File: src/design/nrds_isqrt.sv
// ----------------------------------------------------------------------------
// nrds_isqrt: iterative integer square root
// Restoring digit-by-digit root, one result bit per cycle.
// ----------------------------------------------------------------------------
`default_nettype none
module nrds_isqrt #(
  parameter int unsigned IN_W = 36
) (
  input  wire logic                clk,
  input  wire logic                rst,
  input  wire logic                start,
  input  wire logic [IN_W-1:0]     radicand,
  output      logic                done,
  output      logic [IN_W/2-1:0]   root
);
  localparam int unsigned RW  = IN_W / 2;
  localparam int unsigned CW  = $clog2(RW + 1);
  localparam int unsigned REM_W = RW + 2;

  logic [IN_W-1:0]   val;
  logic [REM_W-1:0]  rem;
  logic [RW-1:0]     acc;
  logic [CW-1:0]     cnt;
  logic              busy;
  logic [REM_W-1:0]  trial;
  logic [REM_W-1:0]  cand;

  always_comb begin
    trial = {rem[REM_W-3:0], val[IN_W-1 -: 2]};
    cand  = {acc, 2'b01};
  end

  always_ff @(posedge clk) begin
    if (rst) begin
      busy <= 1'b0;
      done <= 1'b0;
      cnt  <= '0;
    end else begin
      done <= 1'b0;
      if (start) begin
        busy <= 1'b1;
        cnt  <= CW'(RW);
        val  <= radicand;
        rem  <= '0;
        acc  <= '0;
      end else if (busy) begin
        val <= {val[IN_W-3:0], 2'b00};
        if (trial >= cand) begin
          rem <= trial - cand;
          acc <= {acc[RW-2:0], 1'b1};
        end else begin
          rem <= trial;
          acc <= {acc[RW-2:0], 1'b0};
        end
        cnt <= cnt - 1'b1;
        if (cnt == CW'(1)) begin
          busy <= 1'b0;
          done <= 1'b1;
        end
      end
    end
  end

  assign root = acc;
endmodule
`default_nettype wire

File: config.mk
export PLATFORM = sky130hd
export DESIGN_NAME = nrds_isqrt
export DESIGN_NICKNAME = d
export VERILOG_FILES = /design/src/design/nrds_isqrt.sv
export SDC_FILE = /design/constraint.sdc
export NUM_CORES = 1
export LEC_CHECK = 0
export ABC_AREA = 1
export BUFFER_PORTS_ARGS = -buffer_cell sky130_fd_sc_hd__buf_2
export CAP_MARGIN = 20
export CORE_MARGIN = 3
export CORE_UTILIZATION = 50
export DETAILED_ROUTE_END_ITERATION = 10
export GPL_ROUTABILITY_DRIVEN = 1
export PLACE_DENSITY = 0.81
export SLEW_MARGIN = 5
export SYNTH_ARGS = -nofsm -noshare
export SYNTH_HDL_FRONTEND = slang
export SYNTH_SLANG_ARGS = --single-unit
File: constraint.sdc
create_clock -name clk -period 6.7 [get_ports clk]
set_clock_uncertainty 0.1 [all_clocks]
set_input_delay 1.34 -clock clk [delete_from_list [all_inputs] [get_ports clk]]
set_output_delay 1.34 -clock clk [all_outputs]
set_load 0.05 [all_outputs]
==> results.md <==
### Run status
• status: finished, final reports clean

### Power
• leakage component of the power: 0.00265 uW
• power per cell area: 249 nW/um^2
• IR drop worst, VDD: 0.000171 V

### Synthesis
• count of different cell masters after synthesis: 34
• Post-Syn Nets: 629
• most repeated cell in the gate-level netlist after synthesis: sky130_fd_sc_hd__nand2_1
• asr flop ratio synth: 0%
• count of synthesis-stage warnings from yosys: 0
• FF+latch count, synth: 79
• number of enable-type register cells in the synthesized netlist: 72
• cell count after synthesis: 568
• largest area contributor in the synthesized netlist: sky130_fd_sc_hd__edfxtp_1
• proportion of netlist area held by the largest area contributor: 46.6%
• top area cells in the synthesized netlist: sky130_fd_sc_hd__edfxtp_1 (47%), sky130_fd_sc_hd__nand2_1 (18%), sky130_fd_sc_hd__inv_1 (6.2%)
• Syn Area/Cell: 8.17 um^2
• commonest cells in the synthesized netlist: sky130_fd_sc_hd__nand2_1 (224), sky130_fd_sc_hd__inv_1 (77), sky130_fd_sc_hd__edfxtp_1 (72)
• Seq/Total Area, Yosys: 49.6%
• Most used DFF post-synth: sky130_fd_sc_hd__edfxtp_1
• cell area after technology mapping: 4640 um^2

### Final layout
• antenna diode count: 0
• ratio of cells with drive above 1 in the final layout: 17.3%
• number of nets in the layout: 686
• total of fill cells in the finished design: 787
• Core Util, Final: 59.5%
• Synth-to-Final Area Change: 13.5%

### Route
• detailed-route via count: 3793
• Post-route DRC: 0
• DRT Pass-1 Iters: 5
• post-DR vias/cell: 5.14
• antenna viol nets, final: 0
• sum of routed wire length over all layers: 9.64 mm
• Avg WL per Cell: 13.1 um
• initial DRC count: 223

### Clocking
• clock latency on the worst-skew pair: 0.36 ns
• clock tree buffer depth: 2
• TritonCTS Sinks: 79
• hold-fix buffers at CTS: 0
• CTS clock-pin slew for the worst setup and hold paths: 0.08 ns
• H-tree level count: 3
• CTS tree: done
• cell chosen for the clock root: sky130_fd_sc_hd__clkbuf_8
• number of cells upsized or downsized after cts: 0
• buffer count from post-CTS setup fixing: 0
• cts bufs inserted: 9

### STA
• final setup violating endpoints: 0
• Least-Margin Pin Slew: 0.600 ns
• Hold Violations, Final: 0
• clock period minus worst slack: 3.00 ns
• unrepaired setup endpoints after global routing: no
• Final TNS setup: 0 ns
• Max Transition Viols Final: 0
• worst-case headroom to the max-slew limit: 59.9%
• maximum clock rate: 334 MHz
• Final period util: 44.8%

### Die
• die height: 102 um
• Ports: 58
• count of standard-cell rows: 34
• die width: 102 um
• initial core utilization: 52.4%
• overall die area: 10500 um^2
• Core Box Area: 8850 um^2

### Critical path
• kind of cell adding the most delay to the critical path: buffers and inverters
• count of cells along the worst register-to-register path: 9
• Crit-path slowest cell: sky130_fd_sc_hd__nor2_4
• kind of start point of the critical path: input port
• Crit. path cell count: 5
• required time worst endpoint: 6.62 ns
• stage delay of the slowest cell on the critical path: 0.49 ns
• Setup CP Type: in2reg
• total buffers and inverters traversed by the critical path: 3
• element type at the critical path end: register
• data arrival time at the worst-slack endpoint: 2.92 ns
• ordered cell list for the critical path: buf_2 -> nor2_1 -> nor2_4 -> buf_16 -> buf_4
• critical path fanouts, max: 32

### GRT
• number of antenna violations at the first check in global routing: 0
• grt ovf: 0
• via count of the first global-routing pass: 3617
• pin count of the biggest net entering global routing: 58
• wire length of the first global-routing pass: 16.0 mm
• Overall Global Routing Usage: 19.3%

### Flow run
• number of max-cap violations: 0

### Placement
• global placement routability congestion: 0.912
• buffers added on ports: 57
• sum of net half-perimeters after detailed placement: 6.91 mm

### Min path
• worst hold path stage count: 2
• path class of the lowest-slack min-delay path: reg2reg

## cells in the final DEF, fill, tap and decap left out, drive strengths merged
cell type	count
nand2	227
inv	84
nor2	74
edfxtp	72
buf	61
ha	22
nand3	15
a21oi	13
o21bai	13
clkbuf	10
xor2	8
dfxtp	7
nor3	5
nand3b	4
o21ai	3
xnor2	2
bufinv	2
clkinv	2
nand4	1
a221oi	1
and2	1
and3	1
a31oi	1
clkinvlp	1
## per-layer routing
layer  share of wire (%)  vias to the layer above  wire length (um)  track usage [%]
li1                    -                     1892                 -                -
met2                  49                      133              4700             33.1
met3                 6.4                       21               615             3.41
met4                 2.3                        0               222             7.27
met1                  43                     1747              4110             24.5
met5                   0                        -                 0                0
## cell type report
class / instances / area (um^2) / share of cell area (%)
flip-flops and latches: 79 / 2300 / 43.7
clock inverters: 6 / 93.8 / 1.78
multi-input cells: 391 / 1940 / 36.8
clock buffers: 10 / 128 / 2.42
well taps: 108 / 135 / 2.57
repair buffers: 61 / 355 / 6.75
inverters: 83 / 314 / 5.96
## path summary, 6_finish.rpt
check | endpoint | slack (ns) | start
max | rem[4] | 3.70 | start
max reg2reg | rem[9] | 4.15 | root[0]
min reg2reg | cnt[4] | 0.38 | cnt[4]
min | cnt[4] | 0.38 | cnt[4]
## tightest hold or removal path: stages (launching register included)
cell and delay, ns:
sky130_fd_sc_hd__dfxtp_1 0.32, sky130_fd_sc_hd__nand2_1 0.06, sky130_fd_sc_hd__a31oi_1 0.06
## metrics by stage
step	instances	cell area, um^2	setup WS, ns	power (uW)	hold slack [ns]
6_report	738	5270	3.70	1310	0.385
5_1_grt	738	5270	3.59	1380	0.412
4_1_cts	736	5210	3.42	1310	0.381
3_5_place_dp	720	4990	3.03	914	0.368
3_3_place_gp	720	4990	3.14	903	0.361
2_1_floorplan	568	4640	1.41	855	0.342
## where the power goes
| group | switching (uW) | leakage, uW | total, uW | internal (uW) |
|---|---|---|---|---|
| sequential | 16.9 | 0.000757 | 600 | 584 |
| combinational | 205 | 0.00178 | 309 | 103 |
| clock | 187 | 0.000107 | 400 | 213 |
| total | 409 | 0.00265 | 1310 | 900 |
## registers in the layout, indices dropped and copies added, names as in the netlist
register,flops
rem,18
root,18
val,36
done,1
cnt,5
busy,1
## kinds of logic (layout without fill, tap and decap cells)
logic type	Yosys count	in the layout	share of synthesized area, %
AOI/OAI and AO/OA	31	31	4.48
xor gates and xnor gates	10	10	1.89
adders and majority gates	22	22	5.93
buffers and inverters	98	160	8.76
DFF	79	79	49.6
and+or+nand+nor	328	328	29.3
(Power assumes the default switching activity.)
