[config.mk]
export PLATFORM = sky130hd
export DESIGN_NAME = nrds_cell
export DESIGN_NICKNAME = d
export VERILOG_FILES = /design/src/design/nrds_pkg.sv /design/src/design/nrds_cell.sv
export SDC_FILE = /design/constraint.sdc
export NUM_CORES = 1
export LEC_CHECK = 0
export ABC_AREA = 1
export BUFFER_PORTS_ARGS = -buffer_cell sky130_fd_sc_hd__buf_2
export CAP_MARGIN = 20
export CORE_MARGIN = 2
export CORE_UTILIZATION = 42
export DETAILED_ROUTE_END_ITERATION = 8
export PLACE_DENSITY = 0.83
export SLEW_MARGIN = 10
export SYNTH_ARGS = -nofsm -noshare
export SYNTH_HDL_FRONTEND = slang
export SYNTH_SLANG_ARGS = --single-unit
export TNS_END_PERCENT = 1
[constraint.sdc]
create_clock -name clk -period 5.3 [get_ports clk]
set_input_delay 1.06 -clock clk [delete_from_list [all_inputs] [get_ports clk]]
set_output_delay 1.06 -clock clk [all_outputs]
set_load 0.01 [all_outputs]
[src/design/nrds_pkg.sv]
// ----------------------------------------------------------------------------
// nrds_pkg: shared types and constants of the nearest record distance sorter
// Holds the fixed field widths, the register indexes and the cell control
// struct that the sorter cells share.
// ----------------------------------------------------------------------------
`default_nettype none
package nrds_pkg;
  localparam int unsigned ID_W    = 32;
  localparam int unsigned FIELD_W = 16;
  localparam int unsigned DIST_W  = 18;
  localparam int unsigned NFEAT   = 8;
  localparam int unsigned IDX_W   = 3;

  localparam logic [IDX_W-1:0] REG_ACCOMMODATES = 3'd0;
  localparam logic [IDX_W-1:0] REG_BEDROOMS     = 3'd1;
  localparam logic [IDX_W-1:0] REG_BATHROOMS    = 3'd2;
  localparam logic [IDX_W-1:0] REG_BEDS         = 3'd3;
  localparam logic [IDX_W-1:0] REG_PRICE        = 3'd4;
  localparam logic [IDX_W-1:0] REG_MIN_NIGHTS   = 3'd5;
  localparam logic [IDX_W-1:0] REG_MAX_NIGHTS   = 3'd6;
  localparam logic [IDX_W-1:0] REG_REVIEWS      = 3'd7;

  typedef logic [FIELD_W-1:0] feat_t;

  // control broadcast to every cell of the sorted list
  typedef struct packed {
    logic ins;    // insert a new entry this cycle
    logic shift;  // drain: every cell takes its right neighbor's entry
    logic clr;    // every cell empties; the sorter ties it low
  } cell_ctl_t;
endpackage
`default_nettype wire

[src/design/nrds_cell.sv]
// ----------------------------------------------------------------------------
// nrds_cell: one slot of the systolic sorted list
// Keeps one entry; on insert it keeps, takes the new entry or takes its left
// neighbor's entry; on drain the right neighbor's entry; on clear it empties.
// ----------------------------------------------------------------------------
`default_nettype none
module nrds_cell (
  input  wire logic                          clk,
  input  wire logic                          rst,
  input  wire nrds_pkg::cell_ctl_t           ctl,
  input  wire logic [nrds_pkg::ID_W-1:0]     new_id,
  input  wire logic [nrds_pkg::DIST_W-1:0]   new_dist,
  input  wire logic                          left_full,
  input  wire logic                          left_gt,
  input  wire logic [nrds_pkg::ID_W-1:0]     left_id,
  input  wire logic [nrds_pkg::DIST_W-1:0]   left_dist,
  input  wire logic                          right_full,
  input  wire logic [nrds_pkg::ID_W-1:0]     right_id,
  input  wire logic [nrds_pkg::DIST_W-1:0]   right_dist,
  output      logic                          full,
  output      logic                          gt,
  output      logic [nrds_pkg::ID_W-1:0]     id,
  output      logic [nrds_pkg::DIST_W-1:0]   distance
);
  // stored entry strictly greater than the new one: it moves right
  assign gt = full && (distance > new_dist);

  always_ff @(posedge clk) begin
    if (rst) begin
      full <= 1'b0;
    end else if (ctl.clr) begin
      full <= 1'b0;
    end else if (ctl.shift) begin
      full     <= right_full;
      id       <= right_id;
      distance <= right_dist;
    end else if (ctl.ins) begin
      // only the first empty cell takes the new entry when nothing moves
      priority if (left_gt) begin
        full     <= 1'b1;
        id       <= left_id;
        distance <= left_dist;
      end else if (gt || (!full && left_full)) begin
        full     <= 1'b1;
        id       <= new_id;
        distance <= new_dist;
      end
    end
  end
endmodule
`default_nettype wire

==> results of run 1 <==
-- stage by stage --
step / instances / power [mW] / utilization
floorplan: 378 / 0.5950 / -
global placement: 666 / 0.6863 / 0.5834
detailed placement: 666 / 0.6962 / 0.5834
CTS: 673 / 0.9023 / 0.5942
global route: 673 / 0.9434 / 0.5942
finish: 674 / 0.8988 / 0.5945
-- routing by layer --
| metal | GRT usage | routed length, µm |
|---|---|---|
| met2 | 0.4405 | 4988 |
| met1 | 0.2424 | 3483 |
| met4 | 0.08590 | 263 |
| met5 | 0 | 0 |
| met3 | 0.05448 | 691 |
-- state kept, by name, indices dropped and copies added (netlist names) --
signal / flops
id: 32
full: 1
distance: 18
-- layout by cell type (no fill, tap or decap), types with 2 or more instances in the layout --
cell type  synthesis  final
nor2_4             2      3
inv_1             29     29
nor2_2             3      3
nand2_2            5      5
nor2_1            56     55
clkbuf_8           1      5
buf_2              1    209
edfxtp_1          50     50
ha_1              18     18
nand2_1           77     77
inv_2              2      2
clkinv_1           1      2
a21oi_1          104    104
buf_4              0      2
a21o_1             2      2
-- cell families after synthesis --
group / Yosys count
AO/OA/AOI/OAI: 109
adder cells (fa/ha/maj): 18
buffers and inverters: 54
flip-flops: 51
AND/OR/NAND/NOR: 146
-- power by group --
| group | internal [mW] | switching [mW] | total (mW) | leakage (nW) |
|---|---|---|---|---|
| logic | 0.0937 | 0.118 | 0.212 | 1.62 |
| registers | 0.469 | 0.00631 | 0.475 | 0.469 |
| clock network | 0.0883 | 0.124 | 0.212 | 0.0414 |
-- final timing paths --
check                   startpoint                     to  slack (ns)
max                   new_dist[13]                     gt        1.96
min              full$_SDFFE_PP0P_      full$_SDFFE_PP0P_        0.52
max reg2reg  distance[4]$_DFFE_PP_  distance[3]$_DFFE_PP_        2.47
min reg2reg      full$_SDFFE_PP0P_      full$_SDFFE_PP0P_        0.52
-- cell type report --
type                            instances  area share
Antenna cell                            1   0.0005834
Clock buffer                            5     0.01604
Clock inverter                          2    0.002042
Inverter                               32     0.02800
Multi-Input combinational cell        273      0.3223
Sequential cell                        51      0.3547
Tap cell                               99     0.02888
Timing Repair Buffer                  211      0.2474
-- worst reg2reg max path: cells and delay by family, from the launching register on --
family                   cells  cell delay, ns
flip-flops                   1            0.43
adder cells (fa/ha/maj)      1            0.29
buffers and inverters        1            0.42
AND/OR/NAND/NOR             10            1.38
==> qor.yml, run 1 <==
run_status:
  status: "completed"
timing:
  worst_pin_slew_ns: 1.025
  finalCriticalPeriod_ns: 3.337
  rsz0062_at_grt: "no"
  setup_slack_ns: 1.963
  setup_viol: 0
  finClkSkew_ns: 0.01041
  whs_ns: 0.5177
  fmax_ghz: 0.2996
  hold_viol_final: 0
  drv_slew: 0
  maxSlewHeadroom: 0.3169
  min_period_over_period: 0.6297
  tns_ns: 0
setup_path:
  cp-start-kind: "input port"
  path_cells: "buf_2 > inv_1 > ha_1 > nand2_1 > nor2_2 > nand2_2 > nor3_1 > nor2_1 > nand2_1 > inv_1 > buf_2"
  critPathRequiredTime_ns: 4.24
  cp-end-kind: "output port"
  r2r_cells: 12
  cp_max_fo: 3
  path_class: "input port to output port"
  path_buf_inv: 4
  crit_path_top_delay_cell: "ha_1"
  cp.arrival_ns: 2.28
  cp_num_cells: 11
  cpLargestDelayFamily: "simple AND/OR/NAND/NOR gates"
  slowest_delay_ns: 0.28
logic_synthesis:
  postSynthNetCount: 554
  synth_seq_cells: 51
  async_flop_share: 0
  yosysWarnings: 0
  synth_seq_area_share: 0.4891
  synthMuxAreaShare: 0
  yosys-top-cells-area: "edfxtp_1 48%, a21oi_1 17%, nand2_1 9.3%"
  netlist_top_cells_count: "104 x a21oi_1, 77 x nand2_1, 56 x nor2_1"
  yosysMostFrequentCell: "a21oi_1"
  syn_inst: 378
  synth_fa_ha_area_frac: 0.07241
  synth_area_per_cell_um2: 8.229
  synth_edf_count: 50
  synth-simple-area-share: 0.1907
  synth_top_family_by_area: "simple AND/OR/NAND/NOR gates"
  synth_ff_type: "edfxtp_1"
  netlist_area_um2: 3110
  synth_compound_area_frac: 0.1790
  yosys.area.top_type: "edfxtp_1"
  synth_xor_area_frac: 0
  synth_top_area_frac: 0.4827
  synth_cell_types: 22
global_route:
  grt_pass1_vias: 3444
  track_usage: 0.2302
  grt_pass1_wl_um: 15300
  grt_max_degree: 54
  antenna_found_initial: 1
  grt_overflow: 0
cells_and_area:
  fin_area_um2: 4289
  syn2layout_area_growth_pct: 37.89
  register_area_um2: 1521
  fill_cells: 712
  final_layout_size_suffix_gt1_frac: 0.4059
  final_nets: 750
  multi_input_area_um2: 1383
floorplanning:
  initial_utilization: 0.4311
  dieArea_um2: 8110
  die_h_um: 90.06
  core-area_um2: 7214
  std_cell_rows: 31
  num_io_pins: 210
  die_w_um: 90.06
route:
  drc: 0
  ant_nets: 0
  post_drt_wl_per_cell_um: 13.99
  dr_total_vias: 3329
  wl_um: 9427
  dr.first_iter.drc_count: 130
  vias_per_cell: 4.939
  first_pass_iters: 5
run:
  drv_cap: 0
clocking:
  cts_buffers: 5
  htreeDepth: 2
  path_clk_slew_ns: 0.08
  post_cts_buffers: 0
  max-clock-path-buffers: 2
  cts_num_sinks: 51
  ctsHoldBuffers: 0
  insertion_delay_ns: 0.30
  ctsResizeCount: 0
  cts_root_buffer: "clkbuf_8"
  cts_tree: "done"
place:
  dpl_worst_slack_ns: 1.654
  place_area_um2: 4209
  dpl.hpwl_um: 7027
  gp_congestion: 0.8094
  port_buffers: 209
power:
  ir_worst_vdd_uv: 123.6
  p_leak_nw: 2.126
  powerDensity_nw_per_um2: 209.5
hold_path:
  hold_class: "register to register"
  holdPathStages: 2
No activity file was read; power rests on OpenSTA's default activity.
==> run 2: changes to the inputs <==
--- a/config.mk
+++ b/config.mk
@@ -5,13 +5,13 @@
 export SDC_FILE = /design/constraint.sdc
 export NUM_CORES = 1
 export LEC_CHECK = 0
-export ABC_AREA = 1
+export ABC_AREA = 0
 export BUFFER_PORTS_ARGS = -buffer_cell sky130_fd_sc_hd__buf_2
 export CAP_MARGIN = 20
 export CORE_MARGIN = 2
-export CORE_UTILIZATION = 42
+export CORE_UTILIZATION = 38
 export DETAILED_ROUTE_END_ITERATION = 8
-export PLACE_DENSITY = 0.83
+export PLACE_DENSITY = 0.8
 export SLEW_MARGIN = 10
 export SYNTH_ARGS = -nofsm -noshare
 export SYNTH_HDL_FRONTEND = slang
==> constraint.sdc (replaced) <==
create_clock -name clk -period 3 [get_ports clk]
set_input_delay 0.6 -clock clk [delete_from_list [all_inputs] [get_ports clk]]
set_output_delay 0.6 -clock clk [all_outputs]
set_load 0.01 [all_outputs]
==> run 2 against run 1 <==
Non-clock buffer count grew 4. First-iteration DRC count shrank 42%. Flip-flop and latch count is the same. Routed wire length shrank 11%. Largest cell class unchanged. Hold slack lost 0.047 ns. Sequential power grew 76%. Critical path depth shrank 5. Largest power group unchanged.
==> qor.yml, run 2 <==
clocking:
  insertion_delay_ns: 0.30  # about the same
  ctsResizeCount: 0  # unchanged
  path_clk_slew_ns: 0.09  # about the same
  cts_buffers: 5  # unchanged
  post_cts_buffers: 0  # unchanged
  cts_root_buffer: "clkbuf_8"
  htreeDepth: 2  # unchanged
  ctsHoldBuffers: 0  # unchanged
  cts_tree: "done"
  max-clock-path-buffers: 2  # unchanged
  cts_num_sinks: 51  # unchanged
timing:
  finalCriticalPeriod_ns: 2.872
  setup_slack_ns: 0.1280  # -1.835 ns
  rsz0062_at_grt: "no"
  hold_viol_final: 0  # unchanged
  tns_ns: 0  # unchanged
  fmax_ghz: 0.3482
  maxSlewHeadroom: 0.5857  # +0.2688
  finClkSkew_ns: 0.008060  # -0.002347 ns
  worst_pin_slew_ns: 0.6215  # -0.4032 ns
  setup_viol: 0  # unchanged
  min_period_over_period: 0.9573
  drv_slew: 0  # unchanged
run_status:
  status: "completed"
route:
  vias_per_cell: 4.916  # -0.46%
  ant_nets: 0  # unchanged
  dr_total_vias: 2940  # -12%
  drc: 0  # unchanged
  post_drt_wl_per_cell_um: 14.05  # +0.42%
  wl_met3_um: 608  # -12%
  first_pass_iters: 4  # -1
  wl_um: 8399  # -11%
  drt-met1-wl_um: 3279  # -5.9%
  top_layer: "met4"
  wl_met2_um: 4381  # -12%
  dr.first_iter.drc_count: 75  # -42%
place:
  dpl.hpwl_um: 6750  # -3.9%
  gp_congestion: 0.8699  # +7.5%
  port_buffers: 209  # unchanged
  dpl_worst_slack_ns: 0.1611  # -1.493 ns
logic_synthesis:
  synth_ff_type: "edfxtp_1"
  yosys.area.top_type: "edfxtp_1"
  yosys-top-cells-area: "edfxtp_1 49%, mux2i_1 16%, o21ai_0 8.7%"
  synth_cell_types: 24  # +9.1%
  netlist_area_um2: 3049  # -2.0%
  async_flop_share: 0  # unchanged
  synthMuxAreaShare: 0.1641  # +0.1641
  synth_compound_area_frac: 0.1284  # -0.05057
  synth_seq_area_share: 0.4990  # +0.009835
  synth_edf_count: 50  # unchanged
  synth_area_per_cell_um2: 10.44  # +27%
  yosysWarnings: 0  # unchanged
  synth_top_family_by_area: "multiplexers"
  synth_seq_cells: 51  # unchanged
  postSynthNetCount: 468  # -16%
  syn_inst: 292  # -23%
  synth_xor_area_frac: 0  # unchanged
  netlist_top_cells_count: "53 x nand2_1, 53 x o21ai_0, 50 x edfxtp_1, 50 x mux2i_1, 20 x inv_1"
  synth_fa_ha_area_frac: 0.07386  # +0.001456
  synth-simple-area-share: 0.08699  # -0.1037
  synth_top_area_frac: 0.4924  # +0.009706
setup_path:
  cp-end-kind: "output port"
  path_class: "register to output port"
  crit_start: "distance[17]$_DFFE_PP_"
  cp_num_cells: 6  # -5
  r2r_cells: 7  # -5
  cp-start-kind: "register"
  critPathRequiredTime_ns: 2.40  # -1.84 ns
  cp_max_fo: 3  # unchanged
  cp.arrival_ns: 2.27  # about the same
  slowest_delay_ns: 0.42  # +0.14 ns
  path_buf_inv: 1  # -3
  worstReg2RegEnd: "id[0]$_DFFE_PP_"
  worstReg2RegStart: "distance[17]$_DFFE_PP_"
  worstSetupEndpoint: "gt"
  crit_path_top_delay_cell: "edfxtp_1"
  cpLargestDelayFamily: "compound AO/OA/AOI/OAI gates"
  path_cells: "ha_1 > nand4_1 > or2_1 > o32a_1 > a31oi_2 > buf_2"
  reg2reg_slack_ns: 0.49  # -1.98 ns
global_route:
  track_usage: 0.1857  # -0.04448
  antenna_found_initial: 0  # -1
  grt_max_degree: 75  # +39%
  grt_pass1_wl_um: 12780  # -16%
  grt_overflow: 0  # unchanged
  grt_pass1_vias: 2819  # -18%
power:
  swShare: 0.2541  # -0.02177
  powerDensity_nw_per_um2: 358.4  # +71%
  clkPwrFrac: 0.237  # about the same
  p_int_mw: 1.154  # +77%
  p_seq_frac: 0.540  # +0.011
  ir_worst_vdd_uv: 185.3  # +50%
  combPwrFrac: 0.223  # -0.013
  p_switching_mw: 0.3932  # +59%
  p_leak_nw: 2.163  # +1.7%
floorplanning:
  initial_utilization: 0.3926  # -0.03859
  die_h_um: 93.58  # +3.9%
  std_cell_rows: 32  # +3.2%
  num_io_pins: 210  # unchanged
  core-area_um2: 7767  # +7.7%
  die_w_um: 93.58  # +3.9%
  dieArea_um2: 8756  # +8.0%
cells_and_area:
  final_nets: 673  # -10%
  final_layout_size_suffix_gt1_frac: 0.4516  # +0.04569
  largest_reg_flops: 32  # unchanged
  regMostFlops: "id"
  final_cell_mix: "209 x buf_2, 53 x nand2_1, 53 x o21ai_0, 50 x mux2i_1, 50 x edfxtp_1"
  syn2layout_area_growth_pct: 41.61
  fill_cells: 704  # -1.1%
  top_regs: "id: 32 flops, distance: 18 flops, full: 1 flops"
  diodes: 0  # -1
  final_common_cell: "buf_2"
run:
  drv_cap: 0  # unchanged
hold_path:
  hold_class: "input port to register"
[run 2: changes by cell type after synthesis, moves of 3 or more]
| cell | before | now |
|---|---|---|
| nor2_2 | 3 | 0 |
| buf_2 | 1 | 5 |
| inv_1 | 29 | 20 |
| a21oi_1 | 104 | 10 |
| nand4_1 | 0 | 4 |
| nand2_2 | 5 | 0 |
| nor2_1 | 56 | 2 |
| nand2_1 | 77 | 53 |
| clkbuf_1 | 20 | 12 |
| mux2i_1 | 0 | 50 |
| o21ai_0 | 1 | 53 |
[run 2: worst min path at each step]
stage,start,to,slack (ns),depth (start not counted)
2_1_floorplan,full$_SDFFE_PP0P_,full$_SDFFE_PP0P_,0.64,4
3_3_place_gp,full$_SDFFE_PP0P_,full$_SDFFE_PP0P_,0.67,4
3_5_place_dp,full$_SDFFE_PP0P_,full$_SDFFE_PP0P_,0.67,4
4_1_cts,rst,full$_SDFFE_PP0P_,0.46,2
5_1_grt,ctl[0],full$_SDFFE_PP0P_,0.47,2
6_report,rst,full$_SDFFE_PP0P_,0.47,2
[run 2: area by class of cell]
class	count	area [µm²]	area share
inverter	20	75.07	0.01739
multi-input combinational	204	1393	0.3225
tap	102	127.6	0.02956
sequential	51	1521	0.3524
timing repair buffer	215	1129	0.2614
clock buffer	6	72.57	0.01681
[run 2: per-layer routing]
metal | up-vias | track usage
li1 | 1465 | -
met1 | 1328 | 0.2111
met2 | 135 | 0.3387
met3 | 12 | 0.04029
met4 | 0 | 0.07126
met5 | - | 0
[run 2: cell families (layout without fill, tap and decap cells)]
family / after synthesis / after routing
fa+ha+maj: 18 / 18
flops: 51 / 51
simple gates: 65 / 65
compound gates: 71 / 71
buf+inv: 37 / 241
mux: 50 / 50
[run 2: metrics by stage]
stage                 util  hold WS, ns  total power, mW  cell area [µm²]  std cells
global placement    0.5466       0.6667            1.187             4245        592
global route        0.5559       0.4739            1.621             4318        598
finish              0.5559       0.4709            1.548             4318        598
CTS                 0.5559       0.4626            1.564             4318        598
detailed placement  0.5466       0.6663            1.201             4245        592
floorplan                -       0.6379            1.021             3059        292
[run 2: power by group through the flow]
stage          combinational, mW  sequential (mW)  clock [mW]
4_1_cts                    0.350            0.836       0.378
6_report                   0.345            0.836       0.366
2_1_floorplan              0.155            0.866           0
5_1_grt                    0.388            0.839       0.394
3_3_place_gp               0.336            0.851           0
3_5_place_dp               0.349            0.852           0
